<file path="src/hdl/tmt_pkg.sv">
`timescale 1ns / 1ps
`default_nettype none

package tmt_pkg;

    localparam int SLOT_COUNT_DEF = 64;
    localparam int MAP_WIDTH_DEF  = 32;
    localparam int Q_DEPTH_DEF    = 2;

    localparam int MASK_W    = 64;
    localparam int MAP_IN_W  = 32;
    localparam int MAP_OUT_W = 32;
    localparam int GROUP_W   = 8;

    typedef enum logic [0:0] {
        FUNC_DEPOSIT = 1'b0,
        FUNC_EXTRACT = 1'b1
    } t_func;

    typedef enum logic [2:0] {
        ST_OK    = 3'd0,
        ST_AVAIL = 3'd1,
        ST_USED  = 3'd2,
        ST_COUNT = 3'd3,
        ST_WIDE  = 3'd4
    } t_status;

    typedef struct packed {
        t_func               func;
        logic [MAP_IN_W-1:0] slot_map_in;
        logic [MASK_W-1:0]   rx_avail_mask;
        logic [MASK_W-1:0]   tx_avail_mask;
        logic [MASK_W-1:0]   rx_used_mask;
        logic [MASK_W-1:0]   tx_used_mask;
    } t_req;

    typedef struct packed {
        logic [MASK_W-1:0]    ts_mask_out;
        logic [MAP_OUT_W-1:0] slot_map_out;
        t_status              status;
    } t_res;

    // Classified request handed from front to back.
    typedef struct packed {
        t_func               func;
        t_status             status;
        logic [MAP_IN_W-1:0] slot_map_in;
        logic [MASK_W-1:0]   avail;
        logic [MASK_W-1:0]   used;
    } t_job;

endpackage

`default_nettype wire

</file>
<file path="src/hdl/tmt_front.sv">
`timescale 1ns / 1ps
`default_nettype none

module tmt_front #(
    parameter int SLOT_COUNT = tmt_pkg::SLOT_COUNT_DEF
) (
    input  tmt_pkg::t_req i_req,
    output tmt_pkg::t_job o_job
);

    localparam logic [tmt_pkg::MASK_W-1:0] SlotMask =
        {tmt_pkg::MASK_W{1'b1}} >> (tmt_pkg::MASK_W - SLOT_COUNT);

    logic [tmt_pkg::MASK_W-1:0] avail;
    logic                       used_lost;

    assign avail     = i_req.rx_avail_mask & SlotMask;
    // used slots that are not available (or past the slot range) never get gathered
    assign used_lost = |(i_req.rx_used_mask & ~avail);

    always_comb begin
        o_job.func        = i_req.func;
        o_job.slot_map_in = i_req.slot_map_in;
        o_job.avail       = avail;
        o_job.used        = i_req.rx_used_mask;
        if (i_req.rx_avail_mask != i_req.tx_avail_mask) begin
            o_job.status = tmt_pkg::ST_AVAIL;
        end else if (i_req.func == tmt_pkg::FUNC_EXTRACT &&
                     i_req.rx_used_mask != i_req.tx_used_mask) begin
            o_job.status = tmt_pkg::ST_USED;
        end else if (i_req.func == tmt_pkg::FUNC_EXTRACT && used_lost) begin
            o_job.status = tmt_pkg::ST_COUNT;
        end else begin
            o_job.status = tmt_pkg::ST_OK;
        end
    end

endmodule

`default_nettype wire

</file>
<file path="config.mk">
export PLATFORM = sky130hd
export DESIGN_NAME = tmt_front
export DESIGN_NICKNAME = d
export VERILOG_FILES = /design/src/hdl/tmt_pkg.sv /design/src/hdl/tmt_front.sv
export SDC_FILE = /design/constraint.sdc
export NUM_CORES = 1
export LEC_CHECK = 0
export ABC_AREA = 0
export BUFFER_PORTS_ARGS = -buffer_cell sky130_fd_sc_hd__buf_2
export CELL_PAD_IN_SITES_DETAIL_PLACEMENT = 2
export CELL_PAD_IN_SITES_GLOBAL_PLACEMENT = 2
export CORE_AREA = 2 2 178 180
export DETAILED_ROUTE_END_ITERATION = 8
export DIE_AREA = 0 0 180 182
export PLACE_DENSITY = 0.71
export SYNTH_ARGS = -nofsm -noshare
export SYNTH_HDL_FRONTEND = slang
export SYNTH_SLANG_ARGS = --single-unit
</file>
<file path="constraint.sdc">
create_clock -name vclk -period 5
set_input_delay 1 -clock vclk [all_inputs]
set_output_delay 1 -clock vclk [all_outputs]
set_load 0.01 [all_outputs]
</file>
=== Word level (Yosys, flattened, before mapping) ===
Index checks and enable logic that the tools add are counted.

* Bits of input ports: 289
* Bits in registers: 0
* Output and inout port bits: 164
* Logic and storage cells: 10

* Equal/unequal tests: 2
* Reduce and logical (&&, ||, !) cells: 3
* Muxes and demuxes: 3
* Bitwise logic cells: 2

{| class="wikitable"
|+ Operator list
! operator !! number
|-
| 64-bit != test || 2
|-
| 64-bit AND || 1
|-
| 64-bit NOT || 1
|-
| 64-bit OR reduction || 1
|-
| 3-bit 2-to-1 mux || 2
|-
| 1-bit logical AND || 2
|-
| 2-bit 2-to-1 mux || 1
|}

=== Longest topological paths before layout ===
* Depth after elaboration: 7
* Depth in mapped cells: 5
* Depth with buffers taken out: 5

=== Worst setup path before layout ===
Ideal clock, no wire load.

* Path kind: input-to-output
* From: input i_req[131] (netlist name)
* To: output o_job[161] (netlist name)
* Arrival time: 2.040 ns
* Slack: 1.960 ns
* Stages: 5
* Path buffers: 0
* Data required time: 4.000 ns
* Cell sequence: xor2_1 > nor4_1 > nand4_1 > nor4_2 > o211a_1

{| class="wikitable"
|+ RTL lines
! what !! line !! text
|-
| start, declared || tmt_front.sv:7 || <nowiki>input tmt_pkg::t_req i_req,</nowiki>
|-
| end, declared || tmt_front.sv:8 || <nowiki>output tmt_pkg::t_job o_job</nowiki>
|}

==> flow_summary_export.csv <==
group,metric,value,unit
final_layout,finalNetCount,944,
detailed_routing,dr.pass1.iters,4,
final_layout,n_antenna_cell,0,
detailed_routing,via_count,3613,
setup_path,crit_path_top_delay_cell,"nor4_1",
global_route,grt_overflow,0,
hold_path,hp-class,"input port to output pin",
setup_path,max_stage_delay,0.70,ns
job,maxCapViolCount,0,
setup_path,path_delay_family,"simple AND/OR/NAND/NOR gates",
logic_synthesis,synth_cell_type_count,13,
timing,fmax,0.250,GHz
logic_synthesis,syn_area_per_cell,7.53,um^2
global_route,grt_max_degree,4,
setup_path,cp-end-kind,"output pin",
detailed_routing,drc,0,
timing,finalSetupTns,0,ns
placement,dp.cells,1055,
die,dieArea,0.0328,mm^2
setup_path,cpMostUsedCell,"buf_2",
placement,place_ws,0.838,ns
placement,gp_congestion,0.812,
timing,slew_headroom,0.475,
logic_synthesis,synth_cells,422,
final_layout,synthToLayoutAreaGrowth,39.8,%
hold_path,min_from,"i_req[258]",
timing,setup_slack,1.00,ns
cts,post_cts_buffers,0,
setup_path,startpoint_type,"input port",
logic_synthesis,syn_nets,711,
timing,min_period_over_period,0.800,
detailed_routing,antenna_left,0,
placement,dpl_cell_area,0.00444,mm^2
global_route,antenna_found_initial,0,
setup_path,cp_data_arrival_time,3.00,ns
final_layout,instances_no_fill,1055,
timing,worst_slew_pin_slew,0.780,ns
cts,post_cts_resized,0,
setup_path,crit_fanout,3,
placement,dp_hpwl,20.4,mm
timing,finalSetupViolCount,0,
die,dieHeight,182,um
power_and_ir_drop,p_leak,2.22,nW
global_route,grt_pass1_wl,28.8,mm
final_layout,fin_util,0.143,
detailed_routing,drtIter0Drc,42,
timing,rsz0062_at_grt,"no",
global_route,grt_pass1_vias,4057,
final_layout,final_cell_mix,"buf_2 (388), xnor2_1 (64), xor2_1 (64)",
detailed_routing,wirelength,21.5,mm
placement,portBuffers,388,
die,die_w,180,um
global_route,grt_usage,0.122,
hold_path,whs_path_depth,0,
die,initial_core_util,0.103,
logic_synthesis,yosysSeqAreaShare,0,
setup_path,worstSetupPathType,"input port to output pin",
setup_path,path_buf_inv,2,
timing,period_needed,4.00,ns
hold_path,hold_path_end,"o_job[130]",
final_layout,seq_cells,0,
timing,hold_viol,0,
die,num_rows,65,
logic_synthesis,syn_area,0.00318,mm^2
power_and_ir_drop,powerDensity,91.5,mW/mm^2
final_layout,final_common_cell,"buf_2",
setup_path,path_cells,"buf_2 -> xor2_1 -> nor4_1 -> nand4_1 -> nor4_2 -> o211a_1 -> buf_2",
final_layout,num-clock-buffers,0,
die,ios,453,
run_status,status,"completed",
detailed_routing,wl_per_cell,20.4,um
logic_synthesis,yosys_warnings,0,
final_layout,design_area,0.00444,mm^2
timing,maxSlewViolCount,0,
power_and_ir_drop,peakVddDrop,23.2,uV
final_layout,layout-drive-gt1-share,0.605,
cts,postCtsHoldBufs,0,
final_layout,seqCellArea,0,um^2
detailed_routing,vias_per_cell,3.42,
setup_path,required,4.00,ns
final_layout,fill_cells,3787,
die,coreArea,0.0310,mm^2
==> power breakdown <==
part	leakage (nW)	switching (mW)	internal, mW
logic	2.22	0.222	0.184
registers	0	0	0
clock network	0	0	0
==> Yosys cell counts <==
master	n	area, um^2
nand2b_1	48	300
inv_1	17	63.8
xnor2_1	64	561
nor4_2	2	25.0
nor4_1	23	144
nand4_1	22	138
o31ai_1	1	7.51
o211a_1	1	10.0
o2111ai_1	16	140
xor2_1	64	561
buf_4	162	1220
conb_1	1	3.75
and4_1	1	8.76
==> per-stage QoR <==
| stage | power (mW) | hold WS (ns) |
|---|---|---|
| 4_1_cts | 0.421 | 2.00 |
| 5_1_grt | 0.444 | 2.00 |
| 2_1_floorplan | 0.244 | 2.09 |
| 6_report | 0.407 | 2.00 |
| 3_5_place_dp | 0.419 | 2.00 |
| 3_3_place_gp | 0.413 | 2.00 |
==> area by class of cell <==
type / instances / area, um^2 / share of cell area
Timing Repair Buffer: 393 / 1980 / 0.445
Tap cell: 402 / 503 / 0.113
Inverter: 17 / 63.8 / 0.0144
Multi-Input combinational cell: 243 / 1900 / 0.427
==> how the worst max path moves through the flow <==
stage,from,to,depth (start not counted)
after floorplan,i_req[131],o_job[161],5
after global placement,i_req[254],o_job[161],7
after detailed placement,i_req[254],o_job[161],7
after CTS,i_req[254],o_job[161],7
after global routing,i_req[99],o_job[160],7
final,i_req[254],o_job[161],7
==> layer usage <==
| metal | track usage | share of wire | vias up |
|---|---|---|---|
| li1 | - | - | 1701 |
| met1 | 0.147 | 0.41 | 1701 |
| met2 | 0.242 | 0.54 | 205 |
| met3 | 0.0130 | 0.051 | 6 |
| met4 | 0.00423 | 0.0030 | 0 |
| met5 | 0 | 0 | - |
==> kinds of logic (layout without fill, tap and decap cells) <==
| kind of cell | count (synthesis) | in the layout | share of synthesized area |
|---|---|---|---|
| AND/OR/NAND/NOR | 96 | 96 | 0.194 |
| buffers and inverters | 179 | 410 | 0.403 |
| other | 1 | 1 | 0.00118 |
| XOR/XNOR | 128 | 128 | 0.353 |
| AO/OA/AOI/OAI | 18 | 18 | 0.0496 |
Note: power is estimated with default switching activity, not from simulation.
