**src/hdl/tmt_pkg.sv**
```systemverilog
`timescale 1ns / 1ps
`default_nettype none

package tmt_pkg;

    localparam int SLOT_COUNT_DEF = 64;
    localparam int MAP_WIDTH_DEF  = 32;
    localparam int Q_DEPTH_DEF    = 2;

    localparam int MASK_W    = 64;
    localparam int MAP_IN_W  = 32;
    localparam int MAP_OUT_W = 32;
    localparam int GROUP_W   = 8;

    typedef enum logic [0:0] {
        FUNC_DEPOSIT = 1'b0,
        FUNC_EXTRACT = 1'b1
    } t_func;

    typedef enum logic [2:0] {
        ST_OK    = 3'd0,
        ST_AVAIL = 3'd1,
        ST_USED  = 3'd2,
        ST_COUNT = 3'd3,
        ST_WIDE  = 3'd4
    } t_status;

    typedef struct packed {
        t_func               func;
        logic [MAP_IN_W-1:0] slot_map_in;
        logic [MASK_W-1:0]   rx_avail_mask;
        logic [MASK_W-1:0]   tx_avail_mask;
        logic [MASK_W-1:0]   rx_used_mask;
        logic [MASK_W-1:0]   tx_used_mask;
    } t_req;

    typedef struct packed {
        logic [MASK_W-1:0]    ts_mask_out;
        logic [MAP_OUT_W-1:0] slot_map_out;
        t_status              status;
    } t_res;

    // Classified request handed from front to back.
    typedef struct packed {
        t_func               func;
        t_status             status;
        logic [MAP_IN_W-1:0] slot_map_in;
        logic [MASK_W-1:0]   avail;
        logic [MASK_W-1:0]   used;
    } t_job;

endpackage

`default_nettype wire

```
**src/hdl/tmt_queue.sv**
```systemverilog
`timescale 1ns / 1ps
`default_nettype none

module tmt_queue #(
    parameter int DEPTH = tmt_pkg::Q_DEPTH_DEF
) (
    input  logic          i_clk,
    input  logic          i_rst_n,
    input  logic          i_push,
    input  tmt_pkg::t_job i_data,
    input  logic          i_pop,
    output logic          o_full,
    output logic          o_empty,
    output tmt_pkg::t_job o_data
);

    localparam int PW = $clog2(DEPTH);
    localparam int CW = $clog2(DEPTH + 1);

    tmt_pkg::t_job r_mem [DEPTH];
    logic [PW-1:0] r_wr_ptr, n_wr_ptr;
    logic [PW-1:0] r_rd_ptr, n_rd_ptr;
    logic [CW-1:0] r_count,  n_count;

    assign o_full  = (r_count == CW'(DEPTH));
    assign o_empty = (r_count == '0);
    assign o_data  = r_mem[r_rd_ptr];

    always_comb begin
        n_wr_ptr = r_wr_ptr;
        n_rd_ptr = r_rd_ptr;
        n_count  = r_count;
        if (i_push) begin
            n_wr_ptr = (r_wr_ptr == PW'(DEPTH - 1)) ? '0 : r_wr_ptr + 1'b1;
        end
        if (i_pop) begin
            n_rd_ptr = (r_rd_ptr == PW'(DEPTH - 1)) ? '0 : r_rd_ptr + 1'b1;
        end
        if (i_push && !i_pop) begin
            n_count = r_count + 1'b1;
        end else if (!i_push && i_pop) begin
            n_count = r_count - 1'b1;
        end
    end

    always_ff @(posedge i_clk) begin
        if (!i_rst_n) begin
            r_wr_ptr <= '0;
            r_rd_ptr <= '0;
            r_count  <= '0;
        end else begin
            r_wr_ptr <= n_wr_ptr;
            r_rd_ptr <= n_rd_ptr;
            r_count  <= n_count;
        end
    end

    always_ff @(posedge i_clk) begin
        if (i_push) begin
            r_mem[r_wr_ptr] <= i_data;
        end
    end

endmodule

`default_nettype wire

```
**config.mk**
```make
export PLATFORM = sky130hd
export DESIGN_NAME = tmt_queue
export DESIGN_NICKNAME = d
export VERILOG_FILES = /design/src/hdl/tmt_pkg.sv /design/src/hdl/tmt_queue.sv
export SDC_FILE = /design/constraint.sdc
export NUM_CORES = 1
export LEC_CHECK = 0
export BUFFER_PORTS_ARGS = -buffer_cell sky130_fd_sc_hd__buf_4
export CORE_UTILIZATION = 49
export CTS_BUF_LIST = sky130_fd_sc_hd__clkbuf_8
export CTS_CLUSTER_DIAMETER = 120
export DETAILED_ROUTE_END_ITERATION = 12
export PLACE_DENSITY = 0.8
export SKIP_CTS_REPAIR_TIMING = 1
export SLEW_MARGIN = 20
export SYNTH_ARGS = -nofsm -noshare
export SYNTH_HDL_FRONTEND = slang
export SYNTH_SLANG_ARGS = --single-unit
```
**constraint.sdc**
```tcl
create_clock -name i_clk -period 10.25 [get_ports i_clk]
set_clock_uncertainty 0.05 [all_clocks]
set_input_delay 3.075 -clock i_clk [delete_from_list [all_inputs] [get_ports i_clk]]
set_output_delay 3.075 -clock i_clk [all_outputs]
set_load 0.05 [all_outputs]
```
* Word-level counts from Yosys, hierarchy flattened *
Memories as Yosys holds them, arrays and structs flattened. A register that Yosys moved wholly into a read port is not among the register bits.
Cells that the tools add are included.

word-level totals
  word-level logic and storage cells = 23
  register bits = 4
  memories = 1
  bits in writable memories = 328
  output and inout bits = 166
  input port bits = 168

memory list
  memory  words  width  rd ports  clocked after memory_dff  write ports  RTL line         text
  r_mem   2      164    1         1                         1            tmt_queue.sv:20  tmt_pkg::t_job r_mem [DEPTH];

cells by class
  mux-type cells = 8
  equality and inequality tests = 1
  reductions and logical operators = 6
  add/sub/neg operators = 4

operator list
  operator                                                            number
  1-bit two-way mux                                                   6
  2-bit two-way mux                                                   2
  1-bit adder, second input constant                                  2
  2-bit by 1-bit adder with 2-bit output, second input constant       1
  2-bit equality test, second input constant                          1
  1-bit logical AND                                                   2
  1-bit zero test                                                     2
  2-bit zero test                                                     1
  2-bit nonzero test                                                  1
  2-bit by 1-bit subtractor with 2-bit output, second input constant  1

* Logic depth before layout (Yosys ltp) *
Gate-level depths: netlist of the first run.

  depth in word-level cells = 4
  depth in mapped cells = 5
  mapped depth without buffers = 5

* Worst setup path after synthesis of the first run *
OpenSTA, ideal clock, no wires.

  path kind = input -> register
  from = in i_push
  to = mem r_mem[0][0] (netlist name), enable pin
  setup slack = -0.701 ns
  required time = 9.491 ns
  arrival = 10.192 ns
  setup time = 0.709 ns
  buffers on the path = 0
  cell stages on the path = 1
  cell sequence = nor2b_1

between the ends
  cells in the longest elaborated chain, start to end = 2

ends and longest elaborated chain
  element                                  RTL line         text
  start, declared                          tmt_queue.sv:9   input logic i_push,
  1-bit two-way mux                        tmt_queue.sv:59  if (i_push) begin
  1-bit two-way mux (implied by the code)  tmt_queue.sv:60  r_mem[r_wr_ptr] <= i_data;
  end, declared                            tmt_queue.sv:20

No other way between the ends.

==> results by group, run 1 <==
Synthesis
  • Number of library cell types mapped by synthesis: 16
  • Sequential area share after synthesis: 0.8211
  • Average size of a mapped cell: 22.78 um2
  • Synthesis Warnings: 0
  • Area leader, netlist: edfxtp_1
  • Leading post-synthesis cells by cell area: edfxtp_1 81%, mux2_2 15%, buf_6 1.7%
  • Yosys reg bits: 333
  • Top-area cell type share of the netlist area: 0.8128
  • Mapped Area: 12120 um2
  • Post-Syn Nets: 701
  • Post-Syn Instances: 532

Floorplan
  • Core area: 24320 um2
  • Die Width: 159.3 um
  • Die area: 25360 um2
  • Die Height: 159.3 um
  • Num ports: 334
  • Initial Util: 0.4983
  • Site row count: 57

Finish
  • Fraction of layout cells with a size suffix above 1: 0.5989
  • Fillers: 1659
  • N_diodes: 0
  • Area growth from synthesis to layout: 29.92%
  • Final instance area: 15740 um2
  • Most common cell after layout, fill and taps aside: buf_4
  • Final nets: 1076
  • Most frequent cells in the layout: 339 x buf_4, 328 x edfxtp_1, 164 x mux2_2

STA
  • FMAX: 172.4 MHz
  • Worst hold margin: 475.6 ps
  • Final setup TNS: 0 ps
  • Final Cycle Share: 0.5657
  • Slew at the pin closest to its max-slew limit: 1097 ps
  • Minimum clock period: 5799 ps
  • RSZ-0062 raised after global routing: false
  • Final Hold Fails: 0
  • Slew Limit Fails: 0
  • Setup Viol. Count Final: 0
  • Max-slew headroom: 0.2684

Route
  • Mean routed wirelength per cell: 18.29 um
  • Via count: 6290
  • Vias per inst: 4.976
  • DRC: 0
  • Pre-antenna DRT Iters: 6
  • WL final: 23120 um
  • Iter 0 DRT Violations: 370
  • Antenna-violating nets left: 0

Global routing
  • Global route total overflow: 0
  • Largest net degree at the start of global routing: 80
  • Vias in the first global route: 6586
  • GRT Total Usage: 0.1780
  • Global-route wire length before repair: 34870 um
  • Initial antenna violation count: 0

Setup path
  • R2R Path Start: r_wr_ptr
  • Critical path required time: 7130 ps
  • CP max FO: 70
  • CP Cell Sequence: buf_4 > mux2_2 > buf_4
  • Worst Setup End Kind: output port
  • WP data arrival: 2670 ps
  • Most used cell, CP: buf_4
  • Worst setup SP type: register
  • CP max stage cell: buf_4
  • Reg-to-Reg End: r_mem[0][59]
  • R2r worst-path depth: 2
  • CP Class: register to output port
  • Flop2flop setup slack: 8100 ps
  • Delay of the slowest cell on the worst path: 760 ps

Min path
  • HP Class: register to register
  • Hold path endpoint: r_count[1]
  • Cells on Worst Hold Path: 2
  • Min-Delay Startpoint: r_count[1]

Clock tree
  • Clock buffer count from CTS: 52
  • Clk_lat worst skew: 540 ps
  • H-tree depth: 2
  • Worst-path clk slew: 60 ps
  • Clock Sinks: 333
  • Clock root cell: clkbuf_8
  • Worst-case clock buffer depth: 3
  • CTS tree: done

Place
  • Number of port buffers: 333
  • GPL Wtd Cong: 0.7433
  • DPL Wire Length: 14730 um
  • Placed instance area: 14880 um2

Flow run
  • # Max-Cap Violations: 0

Power
  • P_leak: 0.005940 uW
  • P per Cell Area: 196.7 nW/um2
  • Worst vdd ir: 133.8 uV

Run status
  • Status: complete, no violations
[power breakdown]
part	internal [uW]	switching [uW]
combinational	197	364
sequential	1580	20.8
clock	474	465
[through the flow]
step	instances	power, uW	utilization	worst slack [ps]
2_1_floorplan	532	2014	-	2395
3_3_place_gp	1177	2180	0.6118	4998
3_5_place_dp	1177	2189	0.6118	4985
4_1_cts	1264	3131	0.6474	4391
5_1_grt	1264	3202	0.6474	4311
6_report	1264	3097	0.6474	4451
[logic make-up (layout without fill, tap and decap cells)]
logic type,count (synthesis),after routing,synth area share
DFF,333,333,0.8211
muxes,164,164,0.1524
and+or+nand+nor,9,9,0.004646
xor gates and xnor gates,3,3,0.002169
adders and majority gates,1,1,0.001032
AOI/OAI and AO/OA,3,3,0.001652
buffers and inverters,19,427,0.01704
[cell usage after synthesis]
master,instances
o21a_1,1
mux2_2,164
ha_1,1
edfxtp_1,328
and2b_2,1
xor2_1,2
o21ai_0,1
a21boi_1,1
nor2_1,1
nor2b_1,2
or3_1,1
dfxtp_1,5
and2_1,4
inv_1,1
buf_6,18
xnor2_1,1
[registers in the layout, indices dropped and copies added (netlist names), named ones only]
register  count
r_count       2
r_wr_ptr      1
r_mem       328
r_rd_ptr      1
[layout make-up]
cell class | instances | area [um2] | area share
Timing Repair Buffer | 339 | 2545 | 0.1616
Clock buffer | 53 | 729.5 | 0.04633
Multi-Input combinational cell | 180 | 1972 | 0.1252
Clock inverter | 34 | 135.1 | 0.008583
Tap cell | 324 | 405.4 | 0.02575
Inverter | 1 | 3.754 | 0.0002384
Sequential cell | 333 | 9953 | 0.6322
[worst max-delay path: cells and delay by family (launching register included)]
family	cells	cell delay, ps
multiplexers	1	430
buffers and inverters	2	950
flip-flops	1	640
[metal layers]
layer,GRT usage,part of all wire
met3,0.05444,0.082
met1,0.2020,0.37
met4,0.06993,0.026
met2,0.3144,0.52
met5,0,0
[how the worst max path moves through the flow]
stage,startpoint,end,slack (ps),depth (start not counted)
after floorplan,i_push,r_mem[0][0],2400,1
after global placement,register,o_data[3],5000,3
after detailed placement,register,o_data[111],4980,3
after CTS,register,o_data[111],4390,3
after global routing,register,o_data[6],4310,3
final,register,o_data[111],4450,3
No activity file was read; power rests on OpenSTA's default activity.
==> inputs of run 2 (changes only) <==
--- a/config.mk
+++ b/config.mk
@@ -5,6 +5,7 @@
 export SDC_FILE = /design/constraint.sdc
 export NUM_CORES = 1
 export LEC_CHECK = 0
+export ABC_AREA = 1
 export BUFFER_PORTS_ARGS = -buffer_cell sky130_fd_sc_hd__buf_4
 export CORE_UTILIZATION = 49
 export CTS_BUF_LIST = sky130_fd_sc_hd__clkbuf_8
==> constraint.sdc (replaced) <==
create_clock -name i_clk -period 4.9 [get_ports i_clk]
set_clock_uncertainty 0.05 [all_clocks]
set_input_delay 1.47 -clock i_clk [delete_from_list [all_inputs] [get_ports i_clk]]
set_output_delay 1.47 -clock i_clk [all_outputs]
set_load 0.05 [all_outputs]
==> run 2 against run 1 <==
  * Flip-flop and latch count unchanged
  * Register-to-register slack got worse by 4800 ps
  * Via count increased by 0.29%
  * Global-route usage increased by 0.71 points
  * Wire length increased by 3.0%
  * Sequential share of layout area decreased by 0.67 points
  * Critical path type unchanged
  * Highest routed layer unchanged
==> results by group, run 2 <==
Route
  • DRC: 0
  • WL final: 23820 um
  • Mean routed wirelength per cell: 18.51 um
  • Iter 0 DRT Violations: 323
  • Antenna-violating nets left: 0
  • Pre-antenna DRT Iters: 4
  • Via count: 6308
  • Vias per inst: 4.901

Finish
  • Most common cell after layout, fill and taps aside: buf_4
  • N_diodes: 0
  • Area growth from synthesis to layout: 30.87%
  • Most flops, register: r_mem
  • Fraction of layout cells with a size suffix above 1: 0.5950
  • Top Registers: r_mem (328), r_count (2)
  • Final nets: 1089
  • Max reg flops: 328
  • Most frequent cells in the layout: 333 x buf_4, 328 x edfxtp_1, 164 x mux2_2

Synthesis
  • Top cells by count, synth: 328 x edfxtp_1, 164 x mux2_2, 13 x clkbuf_8, 9 x nor2_1
  • Number of library cell types mapped by synthesis: 13
  • Mapped Area: 12160 um2
  • EDFF count, synth: 328
  • Post-Syn Instances: 545
  • Average size of a mapped cell: 22.31 um2
  • Area leader, netlist: edfxtp_1
  • Yosys reg bits: 333
  • Leading post-synthesis cells by cell area: edfxtp_1 81%, mux2_2 15%, clkbuf_8 1.5%
  • Post-Syn Nets: 714
  • FFs w/ async S/R, synth: 0
  • Sequential area share after synthesis: 0.8183
  • Synthesis Warnings: 0
  • Most numerous cell in the Yosys netlist: edfxtp_1
  • Most common flop cell mapped by yosys: edfxtp_1
  • Top-area cell type share of the netlist area: 0.8100

STA
  • Slew Limit Fails: 0
  • Final Hold Fails: 0
  • Setup Viol. Count Final: 0
  • Minimum clock period: 3566 ps
  • Max-slew headroom: 0.5936
  • Slew at the pin closest to its max-slew limit: 609.7 ps
  • FMAX: 280.4 MHz
  • Final setup TNS: 0 ps
  • RSZ-0062 raised after global routing: false
  • Post-route setup slack: 1334 ps
  • Final Cycle Share: 0.7278

Run status
  • Status: complete, no violations

Power
  • P per Cell Area: 407.6 nW/um2
  • Worst vdd ir: 307.9 uV
  • P_leak: 0.006000 uW

Floorplan
  • Die Width: 159.5 um
  • Num ports: 334
  • Core area: 24320 um2
  • Die Height: 159.5 um
  • Site row count: 57
  • Initial Util: 0.5000
  • Die area: 25450 um2

Min path
  • Cells on Worst Hold Path: 2
  • Min-Delay Startpoint: r_rd_ptr
  • HP Class: register to register

Setup path
  • CP Class: register to output port
  • Delay of the slowest cell on the worst path: 420 ps
  • Worst setup SP type: register
  • Critical path required time: 3380 ps
  • CP max FO: 82
  • Stages on worst setup path: 3
  • Cell family with most CP delay: buffers and inverters
  • WP data arrival: 2050 ps
  • Worst Setup End Kind: output port
  • Reg-to-Reg End: r_mem[1][117]
  • R2r worst-path depth: 3
  • R2R Path Start: r_wr_ptr
  • CP Cell Sequence: buf_12 > mux2_2 > buf_4
  • Flop2flop setup slack: 3310 ps
  • CP Buf/Inv Count: 2
  • CP max stage cell: mux2_2

Clock tree
  • Clk_lat worst skew: 560 ps
  • CTS tree: done
  • Clock root cell: clkbuf_8
  • Worst-path clk slew: 60 ps
  • Clock buffer count from CTS: 52
  • Clock Sinks: 333
  • Worst-case clock buffer depth: 3
  • H-tree depth: 2

Global routing
  • Initial antenna violation count: 0
  • Vias in the first global route: 6861
  • Global route total overflow: 0
  • Global-route wire length before repair: 36180 um
  • Largest net degree at the start of global routing: 98
  • GRT Total Usage: 0.1851

Flow run
  • # Max-Cap Violations: 0

Place
  • GPL Wtd Cong: 0.7799
  • DPL Wire Length: 15230 um
  • Pre-CTS worst setup slack: 1949 ps
  • Number of port buffers: 333
[run 2: changes by cell type after synthesis, sizes merged, moves of 2 or more]
| cell | previous run | this run |
|---|---|---|
| and2 | 4 | 0 |
| buf | 18 | 5 |
| clkbuf | 0 | 13 |
| inv | 1 | 8 |
| nand2 | 0 | 8 |
| nor2 | 1 | 9 |
| nor2b | 2 | 0 |
| xor2 | 2 | 0 |
[run 2: worst max path at each step]
stage,startpoint,to
2_1_floorplan,i_push,r_mem[1][0]
3_3_place_gp,register,o_data[27]
3_5_place_dp,register,o_data[27]
4_1_cts,register,o_data[27]
5_1_grt,register,o_data[27]
6_report,register,o_data[28]
[run 2: routing by layer]
layer | GRT usage | part of all wire
met1 | 0.2056 | 0.36
met2 | 0.3212 | 0.52
met3 | 0.06069 | 0.085
met4 | 0.08785 | 0.036
met5 | 0 | 0
[run 2: cell type report]
cell class / count / area [um2]
Fill cell: 1675 / 8407
Multi-Input combinational cell: 186 / 1952
Inverter: 8 / 33.78
Sequential cell: 333 / 9953
Timing Repair Buffer: 339 / 2620
Clock buffer: 53 / 729.5
Tap cell: 324 / 405.4
Clock inverter: 44 / 219.0
[run 2: cell families (layout without fill, tap and decap cells)]
| logic type | after synthesis | count (layout) | share of synthesized area |
|---|---|---|---|
| adder cells (fa/ha/maj) | 1 | 1 | 0.001029 |
| AND/OR/NAND/NOR | 19 | 19 | 0.006174 |
| multiplexers | 164 | 164 | 0.1519 |
| AO/OA/AOI/OAI | 2 | 2 | 0.0008224 |
| flip-flops | 333 | 333 | 0.8183 |
| buffers and inverters | 26 | 444 | 0.02181 |
[run 2: tightest hold or removal path, cell delays in order, from the launching register on]
cell	delay, ps
dfxtp_1	330
nor2_1	70
nor2_1	90
[run 2: where the power goes]
part | internal [uW] | total (uW) | switching, uW
sequential | 3300 | 3340 | 34.6
combinational | 373 | 1070 | 693
clock | 1060 | 2080 | 1020
total | 4740 | 6490 | 1750
[run 2: metrics by stage]
stage / cell area [um2] / std cells / total power [uW] / util / hold WS, ps
2_1_floorplan: 12170 / 545 / 4107 / - / 413.5
5_1_grt: 15910 / 1287 / 6720 / 0.6543 / 500.9
6_report: 15910 / 1287 / 6486 / 0.6543 / 473.7
3_5_place_dp: 14960 / 1190 / 4467 / 0.6153 / 448.8
3_3_place_gp: 14960 / 1190 / 4447 / 0.6153 / 425.0
4_1_cts: 15910 / 1287 / 6557 / 0.6543 / 477.4
